[src/rtl/core/assert_macros.svh]
// assertion macros for the rtl files, included by edm_back
`ifndef ASSERT_MACROS_SVH
`define ASSERT_MACROS_SVH
`ifndef SYNTH
// property must hold at every clock edge outside reset
`define ASSERT_PROP(lbl, clk, rst_n, prop) \
    lbl: assert property (@(posedge clk) disable iff (!rst_n) prop) \
        else $error("assertion failed");
// expression must never be true outside reset
`define ASSERT_NEVER(lbl, clk, rst_n, expr) \
    lbl: assert property (@(posedge clk) disable iff (!rst_n) !(expr)) \
        else $error("forbidden condition seen");
`else
`define ASSERT_PROP(lbl, clk, rst_n, prop)
`define ASSERT_NEVER(lbl, clk, rst_n, expr)
`endif
`endif

[src/rtl/core/edm_pkg.sv]
// shared types and constants of the distance matrix block
`default_nettype none
package edm_pkg;
    localparam int CFG_W = 7;
    localparam logic [CFG_W-1:0] CFG_RESET = 7'd64;

    // input item kinds
    localparam logic [1:0] KIND_CLEAR = 2'd0;
    localparam logic [1:0] KIND_LOAD  = 2'd1;
    localparam logic [1:0] KIND_ROW   = 2'd2;

    typedef enum logic [1:0] {
        OP_CLEAR,
        OP_LOAD,
        OP_ROW
    } t_op;

    typedef enum logic {
        BK_IDLE,
        BK_ROW
    } t_back_state;

    // head of the job queue as seen by the back end
    typedef struct packed {
        logic valid;
        t_op  op;
    } t_job_hdr;
endpackage
`default_nettype wire

[src/rtl/core/edm_ram.sv]
// generic single write port ram with registered read
`default_nettype none
module edm_ram #(
    parameter int WIDTH = 8,
    parameter int DEPTH = 16,
    localparam int AW = (DEPTH > 1) ? $clog2(DEPTH) : 1
) (
    input  wire logic                      i_clk,
    input  wire logic                      i_we,
    input  wire logic [AW-1:0]             i_waddr,
    input  wire logic [WIDTH-1:0]          i_wdata,
    input  wire logic [AW-1:0]             i_raddr,
    output logic      [WIDTH-1:0]          o_rdata
);
    logic [WIDTH-1:0] r_mem [DEPTH];

    // write and registered read
    always_ff @(posedge i_clk) begin
        if (i_we) begin
            r_mem[i_waddr] <= i_wdata;
        end
        o_rdata <= r_mem[i_raddr];
    end
endmodule
`default_nettype wire

[src/rtl/core/edm_front.sv]
// front end: takes items, drops unused kinds, queues jobs in order
`default_nettype none
module edm_front #(
    parameter int COORD_BITS = 9
) (
    input  wire logic                  i_clk,
    input  wire logic                  i_rst_n,
    input  wire logic                  i_start,
    output logic                       o_busy,
    input  wire logic [1:0]            i_kind,
    input  wire logic [COORD_BITS-1:0] i_coord_x,
    input  wire logic [COORD_BITS-1:0] i_coord_y,
    output edm_pkg::t_job_hdr          o_hdr,
    output logic      [COORD_BITS-1:0] o_x,
    output logic      [COORD_BITS-1:0] o_y,
    input  wire logic                  i_pop
);
    localparam int QD = 2;

    edm_pkg::t_op          r_q_op [QD];
    logic [COORD_BITS-1:0] r_q_x  [QD];
    logic [COORD_BITS-1:0] r_q_y  [QD];
    logic                  r_wp, r_rp;
    logic [1:0]            r_cnt;
    logic [1:0]            n_cnt;
    logic                  acc, push;
    edm_pkg::t_op          op;

    assign o_busy = (r_cnt == 2'(QD));
    assign acc    = i_start && !o_busy;

    // classify the item kind
    always_comb begin
        op   = edm_pkg::OP_CLEAR;
        push = 1'b0;
        unique case (i_kind)
            edm_pkg::KIND_CLEAR: begin op = edm_pkg::OP_CLEAR; push = acc; end
            edm_pkg::KIND_LOAD:  begin op = edm_pkg::OP_LOAD;  push = acc; end
            edm_pkg::KIND_ROW:   begin op = edm_pkg::OP_ROW;   push = acc; end
            default:             begin op = edm_pkg::OP_CLEAR; push = 1'b0; end
        endcase
    end

    // queue payload
    always_ff @(posedge i_clk) begin
        if (push) begin
            r_q_op[r_wp] <= op;
            r_q_x[r_wp]  <= i_coord_x;
            r_q_y[r_wp]  <= i_coord_y;
        end
    end

    // queue occupancy
    always_comb begin
        n_cnt = r_cnt + 2'(push) - 2'(i_pop);
    end

    always_ff @(posedge i_clk) begin
        if (!i_rst_n) begin
            r_wp  <= 1'b0;
            r_rp  <= 1'b0;
            r_cnt <= 2'd0;
        end else begin
            if (push)  r_wp <= ~r_wp;
            if (i_pop) r_rp <= ~r_rp;
            r_cnt <= n_cnt;
        end
    end

    // queue head
    assign o_hdr.valid = (r_cnt != 2'd0);
    assign o_hdr.op    = r_q_op[r_rp];
    assign o_x         = r_q_x[r_rp];
    assign o_y         = r_q_y[r_rp];
endmodule
`default_nettype wire

[src/rtl/core/edm_sqrt_pipe.sv]
// pipelined digit-by-digit square root, one root bit per stage
`default_nettype none
module edm_sqrt_pipe #(
    parameter int DIST_W    = 18,
    parameter int FRAC_BITS = 8,
    parameter int TAG_W     = 7,
    localparam int SQ_W     = 2 * (DIST_W - FRAC_BITS),
    localparam int REM_W    = DIST_W + 2
) (
    input  wire logic              i_clk,
    input  wire logic              i_rst_n,
    input  wire logic              i_valid,
    input  wire logic [SQ_W-1:0]   i_sq,
    input  wire logic [TAG_W-1:0]  i_tag,
    output logic                   o_valid,
    output logic      [DIST_W-1:0] o_root,
    output logic      [TAG_W-1:0]  o_tag
);
    logic              s_valid [DIST_W+1];
    logic [SQ_W-1:0]   s_sq    [DIST_W+1];
    logic [TAG_W-1:0]  s_tag   [DIST_W+1];
    logic [REM_W-1:0]  s_rem   [DIST_W+1];
    logic [DIST_W-1:0] s_root  [DIST_W+1];

    assign s_valid[0] = i_valid;
    assign s_sq[0]    = i_sq;
    assign s_tag[0]   = i_tag;
    assign s_rem[0]   = '0;
    assign s_root[0]  = '0;

    for (genvar k = 0; k < DIST_W; k++) begin : g_stage
        localparam int I = DIST_W - 1 - k;
        logic              r_valid;
        logic [SQ_W-1:0]   r_sq;
        logic [TAG_W-1:0]  r_tag;
        logic [REM_W-1:0]  r_rem;
        logic [DIST_W-1:0] r_root;
        logic [1:0]        pair;
        logic [REM_W-1:0]  rem_sh, trial;

        // next pair of radicand bits, zeros in the fraction part
        if (I >= FRAC_BITS) begin : g_pair
            assign pair = s_sq[k][2*(I-FRAC_BITS)+1 -: 2];
        end else begin : g_zero
            assign pair = 2'b00;
        end

        assign rem_sh = {s_rem[k][REM_W-3:0], pair};
        assign trial  = {s_root[k], 2'b01};

        always_ff @(posedge i_clk) begin
            if (!i_rst_n) begin
                r_valid <= 1'b0;
            end else begin
                r_valid <= s_valid[k];
            end
        end

        // trial subtract decides one root bit
        always_ff @(posedge i_clk) begin
            r_sq  <= s_sq[k];
            r_tag <= s_tag[k];
            if (rem_sh >= trial) begin
                r_rem  <= rem_sh - trial;
                r_root <= {s_root[k][DIST_W-2:0], 1'b1};
            end else begin
                r_rem  <= rem_sh;
                r_root <= {s_root[k][DIST_W-2:0], 1'b0};
            end
        end

        assign s_valid[k+1] = r_valid;
        assign s_sq[k+1]    = r_sq;
        assign s_tag[k+1]   = r_tag;
        assign s_rem[k+1]   = r_rem;
        assign s_root[k+1]  = r_root;
    end

    assign o_valid = s_valid[DIST_W];
    assign o_root  = s_root[DIST_W];
    assign o_tag   = s_tag[DIST_W];
endmodule
`default_nettype wire

[src/rtl/core/edm_back.sv]
// back end: task store, row sequencer, difference, square and square root stages
`default_nettype none
`include "assert_macros.svh"
module edm_back #(
    parameter int MAX_POINTS = 64,
    parameter int COORD_BITS = 9,
    parameter int FRAC_BITS  = 8,
    localparam int IDX_W     = (MAX_POINTS > 1) ? $clog2(MAX_POINTS) : 1,
    localparam int DIST_W    = COORD_BITS + 1 + FRAC_BITS
) (
    input  wire logic                  i_clk,
    input  wire logic                  i_rst_n,
    input  wire logic [edm_pkg::CFG_W-1:0] i_points_in_use,
    input  wire edm_pkg::t_job_hdr     i_hdr,
    input  wire logic [COORD_BITS-1:0] i_x,
    input  wire logic [COORD_BITS-1:0] i_y,
    output logic                       o_pop,
    output logic                       o_valid,
    output logic      [IDX_W-1:0]      o_index,
    output logic      [DIST_W-1:0]     o_dist,
    output logic                       o_last
);
    localparam int CNT_W  = $clog2(MAX_POINTS + 1);
    localparam int LIM_W  = (CNT_W > edm_pkg::CFG_W) ? CNT_W : edm_pkg::CFG_W;
    localparam int SQ_W   = 2 * COORD_BITS + 2;
    localparam int TAG_W  = IDX_W + 1;

    edm_pkg::t_back_state  r_state, n_state;
    logic [CNT_W-1:0]      r_count, n_count;
    logic [IDX_W-1:0]      r_j, n_j, r_last, n_last;
    logic [COORD_BITS-1:0] r_px, r_py, n_px, n_py;
    logic                  we, issue, room;

    // read issue stage
    logic                  r_s0_valid, r_s0_last;
    logic [IDX_W-1:0]      r_s0_idx;
    logic [COORD_BITS-1:0] r_s0_px, r_s0_py;
    // difference stage
    logic                  r_s1_valid, r_s1_last;
    logic [IDX_W-1:0]      r_s1_idx;
    logic [COORD_BITS-1:0] r_s1_dx, r_s1_dy;
    // square stage
    logic                  r_s2_valid, r_s2_last;
    logic [IDX_W-1:0]      r_s2_idx;
    logic [SQ_W-1:0]       r_s2_sq;

    logic [2*COORD_BITS-1:0] rdata;
    logic [COORD_BITS-1:0]   tx, ty;
    logic [TAG_W-1:0]        out_tag;

    // store accepts a load while below both the configured limit and MAX_POINTS
    assign room = (LIM_W'(r_count) < LIM_W'(i_points_in_use))
               && (r_count != CNT_W'(MAX_POINTS));

    always_ff @(posedge i_clk) begin
        if (!i_rst_n) begin
            r_state <= edm_pkg::BK_IDLE;
            r_count <= '0;
        end else begin
            r_state <= n_state;
            r_count <= n_count;
        end
    end

    always_ff @(posedge i_clk) begin
        r_j    <= n_j;
        r_last <= n_last;
        r_px   <= n_px;
        r_py   <= n_py;
    end

    // job sequencer
    always_comb begin
        n_state = r_state;
        n_count = r_count;
        n_j     = r_j;
        n_last  = r_last;
        n_px    = r_px;
        n_py    = r_py;
        o_pop   = 1'b0;
        we      = 1'b0;
        issue   = 1'b0;
        unique case (r_state)
            edm_pkg::BK_IDLE: begin
                if (i_hdr.valid) begin
                    o_pop = 1'b1;
                    unique case (i_hdr.op)
                        edm_pkg::OP_CLEAR: n_count = '0;
                        edm_pkg::OP_LOAD: begin
                            if (room) begin
                                we      = 1'b1;
                                n_count = r_count + CNT_W'(1);
                            end
                        end
                        edm_pkg::OP_ROW: begin
                            if (r_count != '0) begin
                                n_state = edm_pkg::BK_ROW;
                                n_j     = '0;
                                n_last  = IDX_W'(r_count - CNT_W'(1));
                                n_px    = i_x;
                                n_py    = i_y;
                            end
                        end
                        default: n_count = r_count;
                    endcase
                end
            end
            edm_pkg::BK_ROW: begin
                issue = 1'b1;
                n_j   = r_j + IDX_W'(1);
                if (r_j == r_last) begin
                    n_state = edm_pkg::BK_IDLE;
                end
            end
            default: n_state = edm_pkg::BK_IDLE;
        endcase
    end

    edm_ram #(
        .WIDTH (2 * COORD_BITS),
        .DEPTH (MAX_POINTS)
    ) u_store (
        .i_clk   (i_clk),
        .i_we    (we),
        .i_waddr (IDX_W'(r_count)),
        .i_wdata ({i_x, i_y}),
        .i_raddr (r_j),
        .o_rdata (rdata)
    );

    assign tx = rdata[2*COORD_BITS-1:COORD_BITS];
    assign ty = rdata[COORD_BITS-1:0];

    // pipeline valid bits
    always_ff @(posedge i_clk) begin
        if (!i_rst_n) begin
            r_s0_valid <= 1'b0;
            r_s1_valid <= 1'b0;
            r_s2_valid <= 1'b0;
        end else begin
            r_s0_valid <= issue;
            r_s1_valid <= r_s0_valid;
            r_s2_valid <= r_s1_valid;
        end
    end

    // tag, absolute differences, sum of squares
    always_ff @(posedge i_clk) begin
        r_s0_idx  <= r_j;
        r_s0_last <= (r_j == r_last);
        r_s0_px   <= r_px;
        r_s0_py   <= r_py;
        r_s1_idx  <= r_s0_idx;
        r_s1_last <= r_s0_last;
        r_s1_dx   <= (r_s0_px >= tx) ? r_s0_px - tx : tx - r_s0_px;
        r_s1_dy   <= (r_s0_py >= ty) ? r_s0_py - ty : ty - r_s0_py;
        r_s2_idx  <= r_s1_idx;
        r_s2_last <= r_s1_last;
        r_s2_sq   <= SQ_W'(r_s1_dx * r_s1_dx) + SQ_W'(r_s1_dy * r_s1_dy);
    end

    edm_sqrt_pipe #(
        .DIST_W    (DIST_W),
        .FRAC_BITS (FRAC_BITS),
        .TAG_W     (TAG_W)
    ) u_sqrt (
        .i_clk   (i_clk),
        .i_rst_n (i_rst_n),
        .i_valid (r_s2_valid),
        .i_sq    (r_s2_sq),
        .i_tag   ({r_s2_idx, r_s2_last}),
        .o_valid (o_valid),
        .o_root  (o_dist),
        .o_tag   (out_tag)
    );

    assign o_index = out_tag[TAG_W-1:1];
    assign o_last  = out_tag[0];

    `ASSERT_NEVER(a_count_bound, i_clk, i_rst_n, r_count > CNT_W'(MAX_POINTS))
    `ASSERT_PROP(a_row_walk, i_clk, i_rst_n, (r_state == edm_pkg::BK_ROW) |-> (r_j <= r_last))
    `ASSERT_NEVER(a_no_pop_in_row, i_clk, i_rst_n, o_pop && (r_state == edm_pkg::BK_ROW))
endmodule
`default_nettype wire

[src/rtl/core/euclidean_distance_matrix.sv]
// top level of the robot-to-task euclidean distance matrix block
//
//  port group    direction  handshake            payload
//  command       in         start / busy         i_kind, i_coord_x, i_coord_y
//  result        out        o_strobe, one cycle  o_task_index, o_distance_q8, o_last_in_row
//  config        in         i_cfg_valid/o_cfg_ready  i_cfg_data (points_in_use)
//
// clear and load items retire in the cycle they reach the queue head of an idle back end
// a row item holds the back end in the row state while it reads each stored task; its results
// come one per cycle through the read, difference, square and square root stages
// busy rises only when the two-entry job queue is full
// synchronous active-low reset empties the store count and sets points_in_use to 64
`default_nettype none
module euclidean_distance_matrix #(
    parameter int MAX_POINTS = 64,
    parameter int COORD_BITS = 9,
    parameter int FRAC_BITS  = 8,
    localparam int IDX_W     = (MAX_POINTS > 1) ? $clog2(MAX_POINTS) : 1,
    localparam int DIST_W    = COORD_BITS + 1 + FRAC_BITS
) (
    input  wire logic                          i_clk,
    input  wire logic                          i_rst_n,
    input  wire logic                          start,
    output logic                               busy,
    input  wire logic [1:0]                    i_kind,
    input  wire logic [COORD_BITS-1:0]         i_coord_x,
    input  wire logic [COORD_BITS-1:0]         i_coord_y,
    input  wire logic                          i_cfg_valid,
    output logic                               o_cfg_ready,
    input  wire logic [edm_pkg::CFG_W-1:0]     i_cfg_data,
    output logic                               o_strobe,
    output logic      [IDX_W-1:0]              o_task_index,
    output logic      [DIST_W-1:0]             o_distance_q8,
    output logic                               o_last_in_row
);
    logic [edm_pkg::CFG_W-1:0] r_points_in_use;
    edm_pkg::t_job_hdr         hdr;
    logic [COORD_BITS-1:0]     q_x, q_y;
    logic                      pop;

    // configuration register
    assign o_cfg_ready = 1'b1;
    always_ff @(posedge i_clk) begin
        if (!i_rst_n) begin
            r_points_in_use <= edm_pkg::CFG_RESET;
        end else if (i_cfg_valid && o_cfg_ready) begin
            r_points_in_use <= i_cfg_data;
        end
    end

    edm_front #(
        .COORD_BITS (COORD_BITS)
    ) u_front (
        .i_clk     (i_clk),
        .i_rst_n   (i_rst_n),
        .i_start   (start),
        .o_busy    (busy),
        .i_kind    (i_kind),
        .i_coord_x (i_coord_x),
        .i_coord_y (i_coord_y),
        .o_hdr     (hdr),
        .o_x       (q_x),
        .o_y       (q_y),
        .i_pop     (pop)
    );

    edm_back #(
        .MAX_POINTS (MAX_POINTS),
        .COORD_BITS (COORD_BITS),
        .FRAC_BITS  (FRAC_BITS)
    ) u_back (
        .i_clk           (i_clk),
        .i_rst_n         (i_rst_n),
        .i_points_in_use (r_points_in_use),
        .i_hdr           (hdr),
        .i_x             (q_x),
        .i_y             (q_y),
        .o_pop           (pop),
        .o_valid         (o_strobe),
        .o_index         (o_task_index),
        .o_dist          (o_distance_q8),
        .o_last          (o_last_in_row)
    );
endmodule
`default_nettype wire
[config.mk]
export PLATFORM = sky130hd
export DESIGN_NAME = euclidean_distance_matrix
export DESIGN_NICKNAME = d
export VERILOG_FILES = /design/src/rtl/core/edm_pkg.sv /design/src/rtl/core/edm_ram.sv /design/src/rtl/core/edm_front.sv /design/src/rtl/core/edm_sqrt_pipe.sv /design/src/rtl/core/edm_back.sv /design/src/rtl/core/euclidean_distance_matrix.sv
export VERILOG_INCLUDE_DIRS = /design/src /design/src/rtl/core
export SDC_FILE = /design/constraint.sdc
export NUM_CORES = 2
export LEC_CHECK = 0
export BUFFER_PORTS_ARGS = -buffer_cell sky130_fd_sc_hd__buf_2
export CORE_ASPECT_RATIO = 1.75
export CORE_UTILIZATION = 41
export CTS_BUF_LIST = sky130_fd_sc_hd__clkbuf_16
export CTS_CLUSTER_SIZE = 16
export DETAILED_ROUTE_END_ITERATION = 10
export PLACE_DENSITY = 0.6
export SYNTH_ARGS = -nofsm -noshare
export SYNTH_HDL_FRONTEND = slang
export SYNTH_SLANG_ARGS = --single-unit
[constraint.sdc]
create_clock -name i_clk -period 6.2 [get_ports i_clk]
set_input_delay 0.62 -clock i_clk [delete_from_list [all_inputs] [get_ports i_clk]]
set_output_delay 0.62 -clock i_clk [all_outputs]
set_load 0.01 [all_outputs]
==> impl_metrics.toml <==
[status]
status = "completed"

[synthesis]
synth.area.mux_share_pct = 10.4
syn_inst = 5398
synth-simple-area-share_pct = 5.71
synthAdderAreaFrac_pct = 6.99
synth_edf_count = 1222
synth_top_area_share_pct = 45.5
synth_area_per_cell_um2 = 14.9
synth_compound_area_share_pct = 6.38
synth_common_cells = "edfxtp_1, dfxtp_1, inv_1"
synthArstFlopShare_pct = 0
synth_cell_type_count = 83
synth_most_common_cell = "edfxtp_1"
synth_fp_nets = 5813
ys_seq_area_share_pct = 65.2
ys_ff_latch = 2014
ys_top_cells_by_area = "edfxtp_1, dfxtp_1, mux4_2, ha_1, fa_1"
syn_area_um2 = 80600
synth_top_family_by_area = "multiplexers"
ys_warn_count = 0
synth_ff_type = "edfxtp_1"
yosys.area.top_type = "edfxtp_1"
synth-xor-area-share_pct = 2.46

[drt]
drc_errors = 0
num_vias = 44315
wirelength_mm = 189
antenna_left = 0
firstDrtPassIters = 7
wl_per_cell_um = 22.6
drtIter0Drc = 2538
vias_per_cell = 5.29

[die]
die_x_um = 337
io-pin-count = 59
num_rows = 214
start_util_pct = 41.4
dieArea_um2 = 198000
die_h_um = 588
core_area_um2 = 195000

[layout]
seq_area_um2 = 52600
final_core_util_pct = 46.7
multi_input_area_um2 = 25900
stdcell_area_um2 = 90800
area_growth_pct = 12.7
fill_cells = 17035
drive_above_1_share_pct = 15.4
final_nets = 6044

[global_routing]
use_met1_pct = 17.9
track_usage_pct = 19.1
antenna_found_initial = 4
grt.overflow.total = 0
grtUsageMet2_pct = 38.1
grt_pass1_wl_mm = 281
grt_max_degree = 122
met3_usage_pct = 2.31
grt-busiest-layer = "met2"
grt_pass1_vias = 46691

[placed_design]
dpl_worst_slack_ns = 0.461
placed_area_um2 = 84600
gp_congestion = 0.842
io_buffer_count = 57
dp.final_hpwl_mm = 129

[run]
max_cap_viol_count = 0

[clocking]
numClockSinks = 2014
cts_buffers = 188
clock_path_buffers = 4
cts-resized-gates = 0
hold_buffers = 25
cts_tree = "done"
htree_num_levels = 4
clock_latency_ns = 0.85
clk_pin_slew_worst_paths_ns = 0.07
post-cts-setup-buffers = 0
cts_root_buf = "clkbuf_16"

[power_and_ir_drop]
powerDensity_nw_per_um2 = 617
p_leak_uw = 0.0344
vdd_drop_max_mv = 2.19
power_uw = 56000

[worst_setup_path]
cp-start-kind = "register"
cp_cell_sequence = "nand2_1 -> fa_1 -> inv_1 -> fa_1 -> inv_1 -> fa_1 -> inv_1 -> fa_1 -> fa_1 -> inv_1 -> fa_1 -> inv_1 -> ha_1 -> o21a_1 -> o31a_1 -> o2111ai_1 -> a21oi_1 -> o21a_1 -> xor2_1"
reg2reg_setup_slack_ns = 0.53
r2r_end = "u_back.r_s2_sq[16]"
cp_data_required_time_ns = 6.94
r2r_cells = 19
worst_path_most_repeated_cell = "fa_1"
cp_top_family = "adder cells"
cp_slowest_cell = "dfxtp_1"
path_class = "reg -> reg"
worst-path-max-fanout = 9
worst-path-buf-inv = 5
critPathMaxStageDelay_ns = 0.62
cp-end-kind = "register"
crit_arrival_ns = 6.41
reg2reg_from = "u_back.r_s1_dy[5]"

[sta]
slew_headroom_pct = 10.9
setup_slack_ns = 0.526
finalCritPeriodShare_pct = 91.5
rsz0062_at_grt = "no"
hold_violations = 0
fin_crit_ns = 5.67
maxSlewViolCount = 0
setup_viol = 0
fin_skew_ns = 0.0946
worstMarginPinSlew_ns = 1.32
fmax_mhz = 176
final.setup.tns_ns = 0

[min_path]
hold_path_depth = 2
hold_class = "in -> reg"
holdPathEnd = "u_front.r_q_op[1][1]"
min-delay-start = "i_kind[0]"
[per-layer routing]
metal	part of all wire, %	vias to the layer above
met3	3.1	432
met1	33	22559
met2	58	900
met5	0	-
met4	6.7	0
li1	-	20424
[sequential cells by signal, summed over array words and instances, names as in the netlist, 7 cells and up, named ones only]
| signal | count |
|---|---|
| u_back.r_count | 7 |
| u_back.r_s1_dy | 9 |
| u_back.u_store.r_mem | 1152 |
| u_back.u_sqrt.g_stage.r_valid | 17 |
| u_front.r_q_x | 18 |
| u_back.r_s1_dx | 9 |
| u_front.r_q_y | 18 |
| u_back.u_sqrt.o_tag | 7 |
| u_back.r_s2_sq | 19 |
| u_back.r_py | 9 |
| u_back.u_sqrt.o_root | 18 |
| u_back.u_sqrt.g_stage.r_tag | 119 |
| u_back.u_sqrt.g_stage.r_rem | 270 |
| u_back.r_s0_px | 9 |
| u_back.r_px | 9 |
| u_back.u_sqrt.g_stage.r_root | 153 |
| u_back.u_sqrt.g_stage.r_sq | 90 |
| r_points_in_use | 7 |
| u_back.u_store.o_rdata | 18 |
| u_back.r_s0_py | 9 |
[report_power, final]
| group | leakage [uW] | internal (uW) | switching [uW] | total, uW |
|---|---|---|---|---|
| clock network | 0.00307 | 6430 | 4990 | 11400 |
| logic | 0.0137 | 11600 | 15100 | 26700 |
| registers | 0.0176 | 16900 | 1040 | 17900 |
| total | 0.0344 | 34900 | 21200 | 56000 |
[how the worst max path moves through the flow]
stage	from	to	slack (ns)	cells past startpoint
floorplan	u_back.r_s1_dy[1]	u_back.r_s2_sq[16]	0.75	21
global placement	u_back.r_s1_dy[5]	u_back.r_s2_sq[16]	0.50	19
detailed placement	u_back.r_s1_dy[5]	u_back.r_s2_sq[18]	0.46	19
CTS	u_back.r_s1_dy[5]	u_back.r_s2_sq[16]	0.49	19
global route	u_back.r_s1_dy[6]	u_back.r_s2_sq[18]	0.24	19
finish	u_back.r_s1_dy[5]	u_back.r_s2_sq[16]	0.53	19
[worst register-to-register path, delay by kind of cell, from the launching register on]
kind	cells	cell delay, ns
and+or+nand+nor	1	0.16
AOI/OAI and AO/OA	5	0.96
adders and majority gates	7	3.45
DFF	1	0.62
buffers and inverters	5	0.27
xor gates and xnor gates	1	0.14
[through the flow]
stage                     hold slack, ns  instances
after floorplan                    0.310       5398
after global placement             0.310       8006
after detailed placement           0.312       8006
after CTS                         0.0308       8369
after global routing              0.0660       8370
final                             0.0960       8370
[layout make-up]
| cell class | count | share of cell area [%] |
|---|---|---|
| repair buffers | 208 | 1.73 |
| flip-flops and latches | 2014 | 57.9 |
| well taps | 2592 | 3.57 |
| diodes | 1 | 0.00275 |
| clock inverters | 149 | 1.43 |
| clock buffers | 189 | 5.21 |
| multi-input cells | 2794 | 28.5 |
| inverters | 423 | 1.75 |
[layout by cell type, fill, tap and decap left out, types with 108 or more instances in the layout]
cell	netlist	final
nor2_1	270	249
fa_1	110	110
nand2_1	176	176
edfxtp_1	1222	1222
dfxtp_1	792	792
ha_1	274	274
clkbuf_16	0	189
buf_4	2	119
xnor2_1	118	118
mux4_2	296	296
a21oi_1	189	189
o21ai_0	211	211
inv_1	422	456
xor2_1	108	108
[cells by family (layout without fill, tap and decap cells)]
| group | after synthesis | count (layout) |
|---|---|---|
| xor gates and xnor gates | 226 | 226 |
| other | 2 | 3 |
| and+or+nand+nor | 918 | 918 |
| muxes | 460 | 460 |
| buffers and inverters | 590 | 969 |
| DFF | 2014 | 2014 |
| adders and majority gates | 384 | 384 |
| AOI/OAI and AO/OA | 804 | 804 |
Power figures use the tool's default switching activity.
